--- src/window_normal_cull_mask_macros.svh ---
// ----------------------------------------------------------------------------
// Assertion macros for the window normal cull mask block.
// Each macro expands to a concurrent assertion, or to nothing for synthesis.
// ----------------------------------------------------------------------------
`ifndef WINDOW_NORMAL_CULL_MASK_MACROS_SVH
`define WINDOW_NORMAL_CULL_MASK_MACROS_SVH
`ifndef SYNTH
`define WNC_ASSERT_IMPL(label, clk, rst_n, prop, msg) \
	label: assert property (@(posedge clk) disable iff (!rst_n) (prop)) else $error(msg);
`define WNC_ASSERT_NEXT(label, clk, rst_n, pre, post, msg) \
	label: assert property (@(posedge clk) disable iff (!rst_n) (pre) |=> (post)) else $error(msg);
`else
`define WNC_ASSERT_IMPL(label, clk, rst_n, prop, msg)
`define WNC_ASSERT_NEXT(label, clk, rst_n, pre, post, msg)
`endif
`endif

--- src/wncm_pkg.sv ---
// ----------------------------------------------------------------------------
// wncm_pkg
// Types, constants and command structures shared by the cull mask block.
// ----------------------------------------------------------------------------
package wncm_pkg;

	localparam int MAX_HALF   = 3;
	localparam int MAX_WIDTH  = 1024;
	localparam int MAX_HEIGHT = 1024;
	localparam int LINE_ROWS  = 2 * MAX_HALF + 1;
	localparam int COL_W      = $clog2(MAX_WIDTH);
	localparam int ROW_W      = $clog2(MAX_HEIGHT);
	localparam int LROW_W     = $clog2(LINE_ROWS);
	localparam int ADDR_W     = $clog2(LINE_ROWS * MAX_WIDTH);
	localparam int HALF_W     = $clog2(MAX_HALF + 1);
	localparam int WIN_W      = $clog2(LINE_ROWS + 1);

	localparam logic [2:0] REG_FRAME_WIDTH    = 3'd0;
	localparam logic [2:0] REG_FRAME_HEIGHT   = 3'd1;
	localparam logic [2:0] REG_HALF_WINDOW    = 3'd2;
	localparam logic [2:0] REG_COS_LIMIT      = 3'd3;
	localparam logic [2:0] REG_RESIDUAL_LIMIT = 3'd4;

	typedef struct packed {
		logic               frame_start;
		logic signed [23:0] pos_x;
		logic signed [23:0] pos_y;
		logic signed [23:0] pos_z;
		logic signed [15:0] norm_x;
		logic signed [15:0] norm_y;
		logic signed [15:0] norm_z;
	} in_item_t;

	typedef struct packed {
		logic [9:0] center_row;
		logic [9:0] center_col;
		logic       culled;
	} out_item_t;

	typedef struct packed {
		logic [2:0]  index;
		logic [23:0] data;
	} cfg_beat_t;

	// Commands from the controller to the datapath.
	typedef struct packed {
		logic               write;      // store the input pixel
		logic [ADDR_W-1:0]  wr_addr;
		logic               seed_rd;    // read the window center
		logic               nb_rd;      // read one neighbor
		logic [ADDR_W-1:0]  rd_addr;
		logic               nb_eval;    // evaluate latched neighbor
		logic               clear;      // start a new decision
	} dp_cmd_t;

	// Status from the datapath to the controller.
	typedef struct packed {
		logic cull;
		logic seed_zero;
	} dp_stat_t;

	function automatic logic [ADDR_W-1:0] slot_addr(input logic [LROW_W-1:0] lrow,
			input logic [COL_W-1:0] col);
		logic [ADDR_W+LROW_W-1:0] prod;
		prod = (ADDR_W + LROW_W)'(lrow) * (ADDR_W + LROW_W)'(MAX_WIDTH);
		return ADDR_W'(prod) + ADDR_W'(col);
	endfunction

endpackage

--- src/wncm_ctrl.sv ---
// ----------------------------------------------------------------------------
// wncm_ctrl
// Raster tracking, window sequencing and handshakes of the cull mask block.
// ----------------------------------------------------------------------------
module wncm_ctrl (
	input  logic                 clk,
	input  logic                 arst_n,
	input  logic                 in_valid,
	output logic                 in_ready,
	input  logic                 frame_start,
	output logic                 out_valid,
	input  logic                 out_ready,
	output wncm_pkg::out_item_t  out_item,
	input  logic [10:0]          frame_width,
	input  logic [10:0]          frame_height,
	input  logic [1:0]           half_window,
	output wncm_pkg::dp_cmd_t    cmd,
	input  wncm_pkg::dp_stat_t   stat
);
	import wncm_pkg::*;

	localparam logic [2:0] ST_IDLE = 3'd0;
	localparam logic [2:0] ST_SEED = 3'd1;
	localparam logic [2:0] ST_SCAN = 3'd2;
	localparam logic [2:0] ST_DRAIN = 3'd3;
	localparam logic [2:0] ST_DONE = 3'd4;

	logic [2:0]        state_q;
	logic [ROW_W-1:0]  row_q, cr_q;
	logic [COL_W-1:0]  col_q, cc_q;
	logic [LROW_W-1:0] lrow_q;
	logic [LROW_W-1:0] base_lrow_q, nb_lrow_q;
	logic [COL_W-1:0]  base_col_q;
	logic [WIN_W-1:0]  wr_q, wc_q;
	logic [2:0]        drain_q;
	logic [WIN_W-1:0]  side_q;
	out_item_t         out_q;
	logic              out_v_q;

	logic [11:0]       w, hgt;
	logic [HALF_W-1:0] h;
	logic [ROW_W-1:0]  r0, r1, rr;
	logic [COL_W-1:0]  c0, c1, cn;
	logic [11:0]       c0x, r0x, rwr;
	logic [LROW_W-1:0] lr0, lr_c, lr_b, lnext;
	logic [3:0]        h2;
	logic              accept, emit, load_out;

	assign w   = (frame_width == 11'd0) ? 12'd1 :
		(frame_width > 11'(MAX_WIDTH)) ? 12'(MAX_WIDTH) : 12'(frame_width);
	assign hgt = (frame_height == 11'd0) ? 12'd1 :
		(frame_height > 11'(MAX_HEIGHT)) ? 12'(MAX_HEIGHT) : 12'(frame_height);
	assign h   = (32'(half_window) > MAX_HALF) ? HALF_W'(MAX_HALF) : HALF_W'(half_window);
	assign h2  = {1'b0, h, 1'b0};

	function automatic logic [LROW_W-1:0] lsub(input logic [LROW_W-1:0] a,
			input logic [3:0] b);
		logic [4:0] t;
		t = 5'(a) + 5'(LINE_ROWS) - 5'(b);
		return (t >= 5'(LINE_ROWS)) ? LROW_W'(t - 5'(LINE_ROWS)) : LROW_W'(t);
	endfunction

	function automatic logic [LROW_W-1:0] linc(input logic [LROW_W-1:0] a);
		return (32'(a) == LINE_ROWS - 1) ? '0 : a + 1'b1;
	endfunction

	// Raster position for the incoming pixel.
	always_comb begin
		r0 = frame_start ? '0 : row_q;
		c0 = frame_start ? '0 : col_q;
		lr0 = frame_start ? '0 : lrow_q;
		c0x = 12'(c0);
		r1 = r0;
		c1 = c0;
		lr_c = lr0;
		if (c0x >= w) begin
			c1 = '0;
			r1 = r0 + 1'b1;
			lr_c = linc(lr0);
		end
		r0x = {1'b0, r1} + ((c0x >= w) && (r0 == '1) ? 12'h400 : 12'h0);
		if (r0x >= hgt) begin
			r1 = '0;
			lr_c = '0;
		end
		lr_b = lsub(lr_c, h2);
		rr = r1 - ROW_W'(h);
		cn = c1 - COL_W'(h);
	end

	assign accept = in_valid && in_ready;
	assign emit   = (12'(r1) >= 12'(h2)) && (12'(c1) >= 12'(h2));
	assign in_ready = (state_q == ST_IDLE);
	assign load_out = (state_q == ST_DONE) && (!out_v_q || out_ready);
	assign lnext = linc(lr_c);
	assign rwr = 12'(r1) + 12'd1;

	always_ff @(posedge clk or negedge arst_n) begin
		if (!arst_n) begin
			state_q <= ST_IDLE;
			row_q <= '0;
			col_q <= '0;
			lrow_q <= '0;
			out_v_q <= 1'b0;
			wr_q <= '0;
			wc_q <= '0;
			drain_q <= '0;
		end else begin
			if (load_out) begin
				out_v_q <= 1'b1;
			end else if (out_v_q && out_ready) begin
				out_v_q <= 1'b0;
			end
			unique case (state_q)
				ST_IDLE: begin
					if (accept) begin
						if (12'(c1) + 12'd1 >= w) begin
							col_q <= '0;
							if (rwr >= hgt) begin
								row_q <= '0;
								lrow_q <= '0;
							end else begin
								row_q <= r1 + 1'b1;
								lrow_q <= lnext;
							end
						end else begin
							col_q <= c1 + 1'b1;
							row_q <= r1;
							lrow_q <= lr_c;
						end
						if (emit) begin
							state_q <= ST_SEED;
						end
					end
				end
				ST_SEED: begin
					wr_q <= '0;
					wc_q <= '0;
					state_q <= ST_SCAN;
				end
				ST_SCAN: begin
					if (32'(wc_q) == 2 * 32'(h)) begin
						wc_q <= '0;
						if (32'(wr_q) == 2 * 32'(h)) begin
							drain_q <= 3'd3;
							state_q <= ST_DRAIN;
						end else begin
							wr_q <= wr_q + 1'b1;
						end
					end else begin
						wc_q <= wc_q + 1'b1;
					end
				end
				ST_DRAIN: begin
					drain_q <= drain_q - 1'b1;
					if (drain_q == 3'd1) begin
						state_q <= ST_DONE;
					end
				end
				ST_DONE: begin
					if (load_out) begin
						state_q <= ST_IDLE;
					end
				end
				default: state_q <= ST_IDLE;
			endcase
		end
	end

	// Window geometry of the decision under way.
	always_ff @(posedge clk) begin
		if (accept) begin
			cr_q <= rr;
			cc_q <= cn;
			base_lrow_q <= lr_b;
			base_col_q <= c1 - COL_W'(h2);
			nb_lrow_q <= lr_b;
		end else if (state_q == ST_SCAN && 32'(wc_q) == 2 * 32'(h)) begin
			nb_lrow_q <= linc(nb_lrow_q);
		end
		if (load_out) begin
			out_q.center_row <= cr_q;
			out_q.center_col <= cc_q;
			out_q.culled <= stat.seed_zero || stat.cull;
		end
	end

	always_comb begin
		cmd = '0;
		cmd.write   = accept;
		cmd.wr_addr = slot_addr(lr_c, c1);
		cmd.clear   = accept;
		cmd.nb_eval = 1'b1;
		if (state_q == ST_SEED) begin
			cmd.seed_rd = 1'b1;
			cmd.rd_addr = slot_addr(lsub(lsub(base_lrow_q, 4'd0), 4'(LINE_ROWS) - 4'(h)),
				cc_q);
		end else if (state_q == ST_SCAN) begin
			cmd.nb_rd = 1'b1;
			cmd.rd_addr = slot_addr(nb_lrow_q, base_col_q + COL_W'(wc_q));
		end
	end

	assign side_q    = WIN_W'(h2) + 1'b1;
	assign out_valid = out_v_q;
	assign out_item  = out_q;

	`include "window_normal_cull_mask_macros.svh"
	`WNC_ASSERT_IMPL(a_busy_no_ready, clk, arst_n, (state_q == ST_IDLE) || !in_ready,
		"ready while busy")
	`WNC_ASSERT_IMPL(a_scan_bound, clk, arst_n, (state_q != ST_SCAN) || (wc_q < side_q),
		"window column out of range")
	`WNC_ASSERT_NEXT(a_done_emit, clk, arst_n, load_out, out_v_q,
		"decision not presented")
endmodule

--- config.mk ---
export PLATFORM = sky130hd
export DESIGN_NAME = wncm_ctrl
export DESIGN_NICKNAME = d
export VERILOG_FILES = /design/src/wncm_pkg.sv /design/src/wncm_ctrl.sv
export VERILOG_INCLUDE_DIRS = /design/src /design/src/src
export SDC_FILE = /design/constraint.sdc
export NUM_CORES = 1
export LEC_CHECK = 0
export BUFFER_PORTS_ARGS = -buffer_cell sky130_fd_sc_hd__buf_2
export CAP_MARGIN = 20
export CORE_MARGIN = 4
export CORE_UTILIZATION = 45
export DETAILED_ROUTE_END_ITERATION = 6
export PLACE_DENSITY = 0.68
export SYNTH_ARGS = -nofsm -noshare
export SYNTH_HDL_FRONTEND = slang
export SYNTH_SLANG_ARGS = --single-unit
--- constraint.sdc ---
create_clock -name clk -period 8.66 [get_ports clk]
set_input_delay 0.866 -clock clk [delete_from_list [all_inputs] [get_ports clk]]
set_output_delay 0.866 -clock clk [all_outputs]
set_load 0.005 [all_outputs]
* Yosys cells after proc, flatten, opt, wreduce, memory -nomap -nowiden
Index checks and enable logic that the tools add are counted.
** Operators by class
- Eq/ne operators :: 18
- Multiplexer cells :: 45
- Order comparisons :: 11
- Add/sub/neg operators :: 28
- Shift-type cells :: 0
- Div/mod/pow operators :: 0
- Reductions and logical operators :: 20
- Bitwise gates (word level) :: 0
- Multiply operators :: 0
** Operators with widths (count)
- $mux 10 :: 8
- $mux 3 :: 22
- $mux 11 :: 5
- $add 13x10->13 :: 3
- $add 10x1->10 const B :: 3
- $add 10x1->11 const B :: 2
- $ge 11x11->1 :: 2
- $gt 11x11->1 const B :: 2
- $logic_not 11->1 :: 2
- $ge 10x3->1 :: 2
- $sub 10x2->10 :: 2
- $pmux 3 s2 :: 3
- $add 3x1->3 const B :: 5
- $pmux 3 s5 :: 1
- $mux 14 :: 1
- $mux 13 :: 1
- $add 10x11->12 :: 1
- $add 3x3->4 const B :: 3
- $eq 3x3->1 const B :: 4
- $ge 12x11->1 :: 1
- $ge 10x11->1 :: 1
- $add 10x3->10 :: 1
- $eq 10x10->1 const B :: 1
- $ge 5x3->1 const B :: 2
- other kinds (21) :: 44
** Storage, ports and cells
- Bits in writable memories :: 0
- Flip-flop bits (word level) :: 93
- Word-level logic and storage cells :: 138
- ROM bits :: 0
- Bits in latches :: 0
- Memories :: 0

* Depth between registers and ports, before layout
Gate-level depths: netlist of run 1.
- Depth after elaboration :: 14
- Depth in mapped cells :: 37

* Worst setup path after synthesis of run 1
Ideal clock, no wire load.
- Kind :: input to register
- Start :: input port frame_start
- End :: register row_q[9]
- Arrival time :: 7400 ps
- Setup time :: 84 ps
- Path slack :: 1177 ps
- Data required time :: 8576 ps
- Stages on the path :: 34
- Buffers on the path :: 7
- Path through :: buf_2 -> buf_2 -> buf_2 -> nand2b_1 -> inv_1 -> ha_1 -> a21oi_1 -> o2bb2ai_1 -> a21oi_2 -> buf_6 -> and2_4 -> buf_4 -> mux2_2 -> ha_1 -> o21ai_0 -> nor2_1 -> nor3_1 -> o21a_1 -> clkbuf_1 -> nand2_1 -> inv_1 -> ha_1 -> inv_1 -> nor4_2 -> and3_1 -> xnor2_1 -> ha_1 -> or4_1 -> a21oi_1 -> o21ai_1 -> or2_2 -> clkbuf_1 -> or3_1 -> a31oi_1
** Between the ends
- Cells in the longest elaborated chain, start to end :: 11
- Elaborated cells on any way between the ends :: 19
- Classes of those cells :: add/sub (5); order compare (4); eq/ne (1); mux (8); reduce/logical (1)
** RTL lines
- start: declaration :: line wncm_ctrl.sv:10 : input logic frame_start,
- $mux 10 (on tied branches) :: line wncm_ctrl.sv:70, wncm_ctrl.sv:69
- $ge 10x11->1 or $eq 10x10->1 (tied branches) :: line wncm_ctrl.sv:76, wncm_ctrl.sv:81
- $logic_and 1x1->1 :: line wncm_ctrl.sv:81 : r0x = {1'b0, r1} + ((c0x >= w) && (r0 == '1) ? 12'h400 : 12'h0);
- $mux 11 :: line wncm_ctrl.sv:81
- $add 10x11->12 :: line wncm_ctrl.sv:81
- $ge 12x11->1 :: line wncm_ctrl.sv:82 : if (r0x >= hgt) begin
- $mux 10 :: line wncm_ctrl.sv:82
- $add 10x1->11 :: line wncm_ctrl.sv:96 : assign rwr = 12'(r1) + 12'd1;
- $ge 11x11->1 :: line wncm_ctrl.sv:119 : if (rwr >= hgt) begin
- $mux 10 :: line wncm_ctrl.sv:119
- $mux 10 (*) :: line wncm_ctrl.sv:117 : if (12'(c1) + 12'd1 >= w) begin
- end signal: assignment :: line wncm_ctrl.sv:123 : row_q <= r1 + 1'b1;
- end signal: assignment :: line wncm_ctrl.sv:128 : row_q <= r1;
- end: declaration :: line wncm_ctrl.sv:29 : logic [ROW_W-1:0] row_q, cr_q;
Every way passes the cells marked *; elsewhere a longest branch is shown, timed or not.
A chain may end at the register's enable or synchronous reset.

* Final worst setup path of run 1
- Start :: input port frame_start
- End :: register row_q[5]
The elaborated chain is that of the path after synthesis.

==> results of run 1 <==
==> logic make-up (layout without fill, tap and decap cells) <==
logic type                 Yosys count  after routing  share of synthesized area
adders and majority gates           74             74                      0.134
AOI/OAI and AO/OA                  196            196                      0.175
muxes                               10             10                     0.0145
xor gates and xnor gates            48             48                     0.0616
DFF                                 93             93                      0.360
and+or+nand+nor                    303            303                      0.206
other                                1              1                   0.000517
buffers and inverters               85            156                     0.0483
==> power groups by stage <==
| stage | registers [mW] | logic [mW] | clock network [mW] |
|---|---|---|---|
| after global placement | 0.672 | 0.776 | 0 |
| after floorplan | 0.639 | 0.581 | 0 |
| after CTS | 0.665 | 0.792 | 0.417 |
| after global routing | 0.678 | 0.900 | 0.435 |
| final | 0.666 | 0.797 | 0.410 |
| after detailed placement | 0.673 | 0.789 | 0 |
==> worst max-delay path by stage <==
stage / slack (ns) / cells after the start / start / to
floorplan: 1.18 / 34 / frame_start / row_q[9]
global placement: 0.89 / 26 / frame_start / row_q[9]
detailed placement: 0.67 / 29 / frame_start / row_q[5]
CTS: 1.0 / 27 / frame_start / row_q[9]
global route: 0.22 / 28 / frame_start / lrow_q[1]
finish: 0.90 / 28 / frame_start / row_q[5]
==> sequential cells by signal (all words and copies together) (netlist names), 3 cells and up <==
name,flops
base_col_q,10
base_lrow_q,3
cc_q,10
col_q,10
cr_q,10
drain_q,3
lrow_q,3
nb_lrow_q,3
out_item,21
row_q,10
state_q,3
wc_q,3
wr_q,3
==> area by class of cell <==
type	instances	share of cell area
timing repair buffer	90	0.0583
tap	216	0.0332
clock buffer	11	0.0298
inverter	50	0.0230
sequential	93	0.321
clock inverter	5	0.00722
multi-input combinational	632	0.528
==> per-stage QoR <==
step / util / worst slack, ns / total power [mW]
floorplan: - / 1.18 / 1.22
global placement: 0.494 / 0.888 / 1.45
detailed placement: 0.494 / 0.665 / 1.46
CTS: 0.513 / 0.998 / 1.87
global route: 0.515 / 0.217 / 2.01
finish: 0.515 / 0.897 / 1.87
==> routing by layer <==
metal  up-vias  track usage
met2       260        0.330
met4         0       0.0773
met3        46       0.0473
li1       3020            -
met1      2866        0.290
met5         -            0
==> critical path, stage by stage <==
cell and delay [ns]:
buf_2 0.41, nand2b_1 0.26, inv_1 0.13, ha_1 0.36
nand4b_4 0.13, nor3_2 0.05, a21oi_2 0.52, nand2_2 0.39
xnor2_1 0.43, ha_1 0.30, nor3b_1 0.22, nor2_1 0.07
nor3_1 0.20, o21ai_1 0.13, nor2_1 0.35, ha_1 0.29
inv_1 0.10, nor4_2 0.50, and3_1 0.27, xnor2_1 0.08
ha_1 0.17, or4_1 0.49, a21oi_1 0.17, o21ai_1 0.27
or2_2 0.43, nor2_1 0.10, a22oi_1 0.09, o31ai_1 0.23
==> synth_stat cells, drive strengths merged, types with 5 or more instances <==
cell and instances:
nand2b 18, clkbuf 25, or2 5, o21a 8, dfrtp 36, o31ai 6
or3 5, mux2i 6, o21ai 71, nand3 20, nor2b 17, edfxtp 57
nor3 16, and3 9, a22o 13, ha 68, a21oi 44, a21o 12
nand4 7, nor4 7, xnor2 28, xor2 20, nand2 100, fa 6
a31oi 6, inv 49, nor2 81, buf 10
==> results_dict.tcl, run 1 <==
set metrics [dict create \
    stdcell_area_sq_um 8150 \
    pwr-share-clk 0.219 \
    finClkSkew_ns 0.0125 \
    clkSlewWorstSetupHoldPaths_ns 0.08 \
    synth_seq_cells 93 \
    min_to "out_item[12]" \
    viasPerCell 5.64 \
    yosysTopAreaCell "edfxtp_1" \
    switchingPower_mw 0.731 \
    period_share 0.896 \
    synth_top_area_frac 0.236 \
    synth_area_leaders "edfxtp_1 24%, dfrtp_1 12%, ha_1 12%" \
    wl_met2_mm 8.64 \
    whs_ns 0.419 \
    numClockSinks 93 \
    mostFrequentLayoutCells "97 x nand2_1, 83 x buf_2, 79 x nor2_1" \
    holdBufCountCts 0 \
    start_util 0.458 \
    cts_setup_buffers 0 \
    grt_pass1_wl_mm 30.3 \
    worst_slew_pin_slew_ns 1.05 \
    dp.cells 1079 \
    r2r_slack_ns 1.39 \
    insertion_delay_ns 0.35 \
    drtPass1Iterations 5 \
    critical_path_arrival_ns 8.01 \
    startpoint_type "input pin" \
    power_density_nw_per_um2 230 \
    cap_violations 0 \
    slew-limit-headroom 0.299 \
    hpwl_mm 14.3 \
    die-height_um 135 \
    wl_met3_mm 1.47 \
    drc 0 \
    status "complete, no violations" \
    stdcell_count 1097 \
    fin_tns_setup_ns 0 \
    switching_share 0.390 \
    syn_avg_cell_area_sq_um 8.96 \
    netlist_area_sq_um 7250 \
    worstPathMaxFanout 29 \
    p_leak_nw 3.67 \
    root_buffer "clkbuf_16" \
    port-buffer-count 83 \
    cp.required_ns 8.91 \
    n_fill_cell 1500 \
    drtIter0Drc 690 \
    dr_total_vias 6192 \
    diodes 0 \
    worstHoldPathType "register to register" \
    ctsHtreeMaxLevel 3 \
    synth-main-ff-cell "edfxtp_1" \
    antenna_found_initial 0 \
    grt_setup_unrepaired "no" \
    wl_mm 19.1 \
    rr_worst_depth 26 \
    finalWeightedCongestion 0.966 \
    syn2layout_area_growth_pct 12.3 \
    synthArstFlopShare 0.387 \
    wl_per_cell_um 17.5 \
    io_pins 85 \
    overflow 0 \
    ant_nets 0 \
    slew_viol_final 0 \
    final_common_cell "nand2_1" \
    tritoncts "done" \
    layout-drive-gt1-share 0.156 \
    worstHoldStart "cr_q[1]" \
    ir_worst_vdd_uv 108 \
    path_class "input pin to register" \
    multi_input_comb_area_sq_um 4300 \
    setup_viol 0 \
    grt_max_degree 49 \
    regArea_sq_um 2610 \
    reg2reg_from "col_q[2]" \
    combPwrFrac 0.425 \
    top_layer "met4" \
    syn_inst 810 \
    met1Wirelength_mm 8.56 \
    yosysUniqueCellTypes 78 \
    p_int_mw 1.14 \
    p_seq_frac 0.356 \
    fp.dieArea_sq_um 18200 \
    cts_resized 0 \
    syn-num-nets 915 \
    dieWidth_um 135 \
    final-hold-violation-count 0 \
    nets 981 \
    r2r_end "row_q[5]" \
    fin_crit_ns 7.76 \
    synth_edf_count 57 \
    cts_buffers 9 \
    grt_pass1_vias 5792 \
    std_cell_rows 46 \
    grt_usage 0.212 \
    yosys_warnings 0 \
    place_area_sq_um 7830 \
    hold_depth 0 \
    clockBufferDepth 2 \
    core_area_sq_um 15800 \
    max_freq_mhz 129 \
    ys_seq_area_frac 0.360 \
    critical_path.endpoint_type "register" \
]
No activity file was read; power rests on OpenSTA's default activity.
==> run 2, diff against run 1 <==
MAX_ROUTING_LAYER = met4   (was not set)
RECOVER_POWER = 100   (was not set)
==> results_dict.tcl, run 2 (synthesis gave the netlist of run 1 again) <==
set metrics [dict create \
    ant_nets 0 \
    overflow 0 \
    startpoint_type "input pin" \
    cts_buffers 9 \
    slew-limit-headroom -0.502 \
    p_leak_nw 3.53 \
    mostFrequentLayoutCells "98 x nand2_1, 80 x nor2_1, 68 x ha_1" \
    grt_setup_unrepaired "no" \
    critical_path_arrival_ns 7.84 \
    n_fill_cell 1525 \
    diodes 0 \
    drc 0 \
    die-height_um 135 \
    final_common_cell "nand2_1" \
    slowest_stage "nor3_1" \
    period_share 0.894 \
    layout-drive-gt1-share 0.109 \
    syn2layout_area_growth_pct 10.5 \
    worst_slew_pin_slew_ns 2.25 \
    status "finished, violations left" \
    cap_violations 5 \
    path_class "input pin to register" \
    numClockSinks 93 \
    final-hold-violation-count 0 \
    port-buffer-count 83 \
    clkSlewWorstSetupHoldPaths_ns 0.07 \
    largest_register_ffs 21 \
    dp.cells 1080 \
    finalWeightedCongestion 0.981 \
    drtPass1Iterations 6 \
    wl_mm 18.7 \
    power_density_nw_per_um2 225 \
    crit_family "simple AND/OR/NAND/NOR gates" \
    whs_ns 0.422 \
    tritoncts "done" \
    path_buf_inv 4 \
    insertion_delay_ns 0.35 \
    crit_top_cell "nor3_1" \
    worstPathMaxFanout 29 \
    clockBufferDepth 2 \
    p_total_mw 1.81 \
    max_freq_mhz 129 \
    fin_crit_ns 7.74 \
    ctsHtreeMaxLevel 3 \
    slowest_delay_ns 0.89 \
    dieWidth_um 135 \
    antenna_found_initial 0 \
    holdBufCountCts 0 \
    worstHoldPathType "register to register" \
    fp.dieArea_sq_um 18200 \
    wl_per_cell_um 17.0 \
    cts_setup_buffers 0 \
    ir_worst_vdd_uv 101 \
    stdcell_count 1097 \
    viasPerCell 5.56 \
    slew_viol_final 151 \
    fin_tns_setup_ns 0 \
    drtIter0Drc 513 \
    violations "max-capacitance violations, max-slew violations" \
    cp.required_ns 8.76 \
    grt_usage 0.217 \
    io_pins 85 \
    hpwl_mm 14.1 \
    dr_total_vias 6097 \
    finClkSkew_ns 0.00622 \
    setup_viol 0 \
    grt_max_degree 49 \
    critical_path.endpoint_type "register" \
    cts_resized 0 \
    final_util 0.507 \
    core_area_sq_um 15800 \
    grt_pass1_vias 5824 \
    std_cell_rows 46 \
    start_util 0.458 \
    grt_pass1_wl_mm 30.4 \
    root_buffer "clkbuf_16" \
    nets 981 \
]
run 2: cell count changes in the layout (fill, tap and decap cells not counted), sizes merged:
cell      before  now
bufinv         1    0
clkbuf        11   43
clkinvlp       2    1
buf           90   57
clkinv         2    4
inv           50   51
run 2: layer usage:
layer  GRT usage  wire length [um]
met5           -                 0
met4      0.0750               458
met3      0.0358              1280
met2       0.329              8290
met1       0.297              8630
run 2: final cells by class:
type	count	area (sq um)	share of cell area
inverters	50	188	0.0234
repair buffers	90	418	0.0521
clock buffers	10	229	0.0286
well taps	216	270	0.0337
multi-input cells	632	4260	0.532
clock inverters	6	37.5	0.00468
flip-flops and latches	93	2610	0.326
run 2: worst reg2reg max path: cells and delay by family, from the launching register on:
family          cells  cell delay [ns]
buf+inv             2             0.66
flops               1             0.39
simple gates       10             2.78
compound gates      6             1.44
xor+xnor            2             0.61
fa+ha+maj           3             1.11
run 2: power by group:
part / internal [mW] / switching (mW) / leakage [nW] / total (mW)
combinational: 0.309 / 0.466 / 2.42 / 0.775
clock: 0.194 / 0.173 / 0.128 / 0.367
sequential: 0.586 / 0.0794 / 0.982 / 0.665
run 2: per-stage QoR:
step | setup WS [ns] | instance area, sq um
2_1_floorplan | 1.18 | 7250
3_3_place_gp | 0.896 | 7830
3_5_place_dp | 0.808 | 7830
6_report | 0.918 | 8020
5_1_grt | 0.310 | 8020
4_1_cts | 1.17 | 8100
run 2: worst paths after layout:
kind                                endpoint  slack (ns)  cells after the start        start
worst max-delay path            nb_lrow_q[0]        0.92                     25  frame_start
worst min-delay path            out_item[13]        0.42                      0      cr_q[2]
worst max register to register  nb_lrow_q[0]        1.41                     23     col_q[2]
worst min register to register  out_item[13]        0.42                      0      cr_q[2]
max in group asynchronous           col_q[7]        6.18                      1       arst_n
min in group asynchronous            wc_q[0]        1.18                      1       arst_n
==> run 3, diff against run 2 <==
CORE_ASPECT_RATIO = 1.75   (was not set)
CORE_UTILIZATION = 60   (was 45)
PLACE_DENSITY = 0.86   (was 0.68)
==> results_dict.tcl, run 3 (synthesis gave the netlist of run 1 again) <==
set metrics [dict create \
    startpoint_type "input pin" \
    clkSlewWorstSetupHoldPaths_ns 0.07 \
    crit_family "compound AO/OA/AOI/OAI gates" \
    nets 984 \
    p_leak_nw 3.50 \
    fp.dieArea_sq_um 14000 \
    slowest_stage "o311ai_0" \
    clockBufferDepth 2 \
    dieWidth_um 91.1 \
    drtPass1Iterations 6 \
    cp.required_ns 8.76 \
    met3_usage 0.0369 \
    tritoncts "done" \
    cts_resized 0 \
    status "finished, violations left" \
    cap_violations 5 \
    grt_setup_unrepaired "no" \
    mostFrequentLayoutCells "99 x nand2_1, 80 x nor2_1, 68 x ha_1" \
    critical_path_arrival_ns 7.92 \
    period_share 0.904 \
    place_area_sq_um 7750 \
    dr_total_vias 6423 \
    layout-drive-gt1-share 0.104 \
    ir_worst_vdd_uv 111 \
    stdcell_count 1019 \
    critical_path.endpoint_type "register" \
    path_buf_inv 3 \
    fin_crit_ns 7.83 \
    whs_ns 0.419 \
    syn2layout_area_growth_pct 9.30 \
    numClockSinks 93 \
    final_common_cell "nand2_1" \
    cts_setup_buffers 0 \
    drtIter0Drc 452 \
    cts_buffers 9 \
    path_class "input pin to register" \
    worstPathMaxFanout 29 \
    io_pins 85 \
    diodes 0 \
    largest_register_ffs 21 \
    die-height_um 153 \
    slew-limit-headroom -0.586 \
    viasPerCell 6.30 \
    violations "max-capacitance violations, max-slew violations" \
    max_freq_mhz 128 \
    regArea_sq_um 2610 \
    grt_max_degree 47 \
    std_cell_rows 52 \
    finClkSkew_ns 0.00856 \
    drc 0 \
    fin_tns_setup_ns 0 \
    grt_use_met2 0.572 \
    grt_pass1_vias 6546 \
    use_met1 0.300 \
    worstHoldPathType "register to register" \
    root_buffer "clkbuf_16" \
    n_fill_cell 975 \
    grt_pass1_wl_mm 33.2 \
    top_usage_layer "met2" \
    ant_nets 0 \
    hpwl_mm 16.0 \
    dp.cells 1002 \
    setup_viol 0 \
    wl_per_cell_um 20.3 \
    overflow 0 \
    final-hold-violation-count 0 \
    insertion_delay_ns 0.34 \
    ctsHtreeMaxLevel 3 \
    core_area_sq_um 11700 \
    cp_cell_sequence "buf_2 -> nand2b_1 -> inv_1 -> ha_1 -> nand4b_1 -> nor3_1 -> a21oi_2 -> nand2_2 -> and3_1 -> and4_1 -> ha_1 -> a21oi_1 -> nand2_1 -> a21oi_1 -> o21a_1 -> clkbuf_1 -> o311ai_0 -> fa_1 -> xnor2_1 -> and2_0 -> nor3_1 -> nor2_1 -> a31o_2 -> a21o_1" \
    stdcell_area_sq_um 7930 \
    finalWeightedCongestion 1.02 \
    multi_input_comb_area_sq_um 4250 \
    power_density_nw_per_um2 231 \
    grt_usage 0.312 \
    start_util 0.619 \
    antenna_found_initial 0 \
    port-buffer-count 83 \
    worst_slew_pin_slew_ns 2.35 \
    slowest_delay_ns 0.91 \
    wl_mm 20.7 \
    holdBufCountCts 0 \
    slew_viol_final 149 \
]
[run 3: cell types whose count changed in the layout (fill, tap and decap cells not counted), moves of 2 or more]
cell      previous run  this run
buf_4                3         5
clkbuf_1            32        38
buf_2               53        49
clkbuf_2             2         0
[run 3: metrics by stage]
stage / util / total power, mW / worst slack [ns]
6_report: 0.677 / 1.83 / 0.832
5_1_grt: 0.677 / 1.97 / 0.385
4_1_cts: 0.686 / 1.84 / 1.09
3_5_place_dp: 0.662 / 1.47 / 0.805
3_3_place_gp: 0.662 / 1.44 / 0.960
2_1_floorplan: - / 1.22 / 1.18
[run 3: final timing paths]
path | from | end | slack (ns) | cells after the start
max | frame_start | nb_lrow_q[0] | 0.83 | 24
min | cr_q[8] | out_item[19] | 0.42 | 0
max reg2reg | col_q[2] | nb_lrow_q[0] | 1.39 | 22
min reg2reg | cr_q[8] | out_item[19] | 0.42 | 0
max in group asynchronous | arst_n | row_q[8] | 6.09 | 1
min in group asynchronous | arst_n | row_q[5] | 1.24 | 1
[run 3: final cells by class]
class	count	area share
multi-input cells	632	0.536
repair buffers	93	0.0541
flip-flops and latches	93	0.329
inverters	50	0.0237
clock buffers	9	0.0284
clock inverters	7	0.00710
well taps	135	0.0213
[run 3: power breakdown]
part	total [mW]	leakage (nW)	internal, mW	switching (mW)
registers	0.669	0.982	0.586	0.0828
logic	0.790	2.39	0.310	0.481
clock network	0.374	0.132	0.198	0.176
[run 3: per-layer routing]
| metal | up-vias | part of all wire |
|---|---|---|
| li1 | 3019 | - |
| met1 | 2998 | 0.33 |
| met4 | 0 | 0.074 |
| met3 | 99 | 0.053 |
| met2 | 307 | 0.54 |
| met5 | - | 0 |
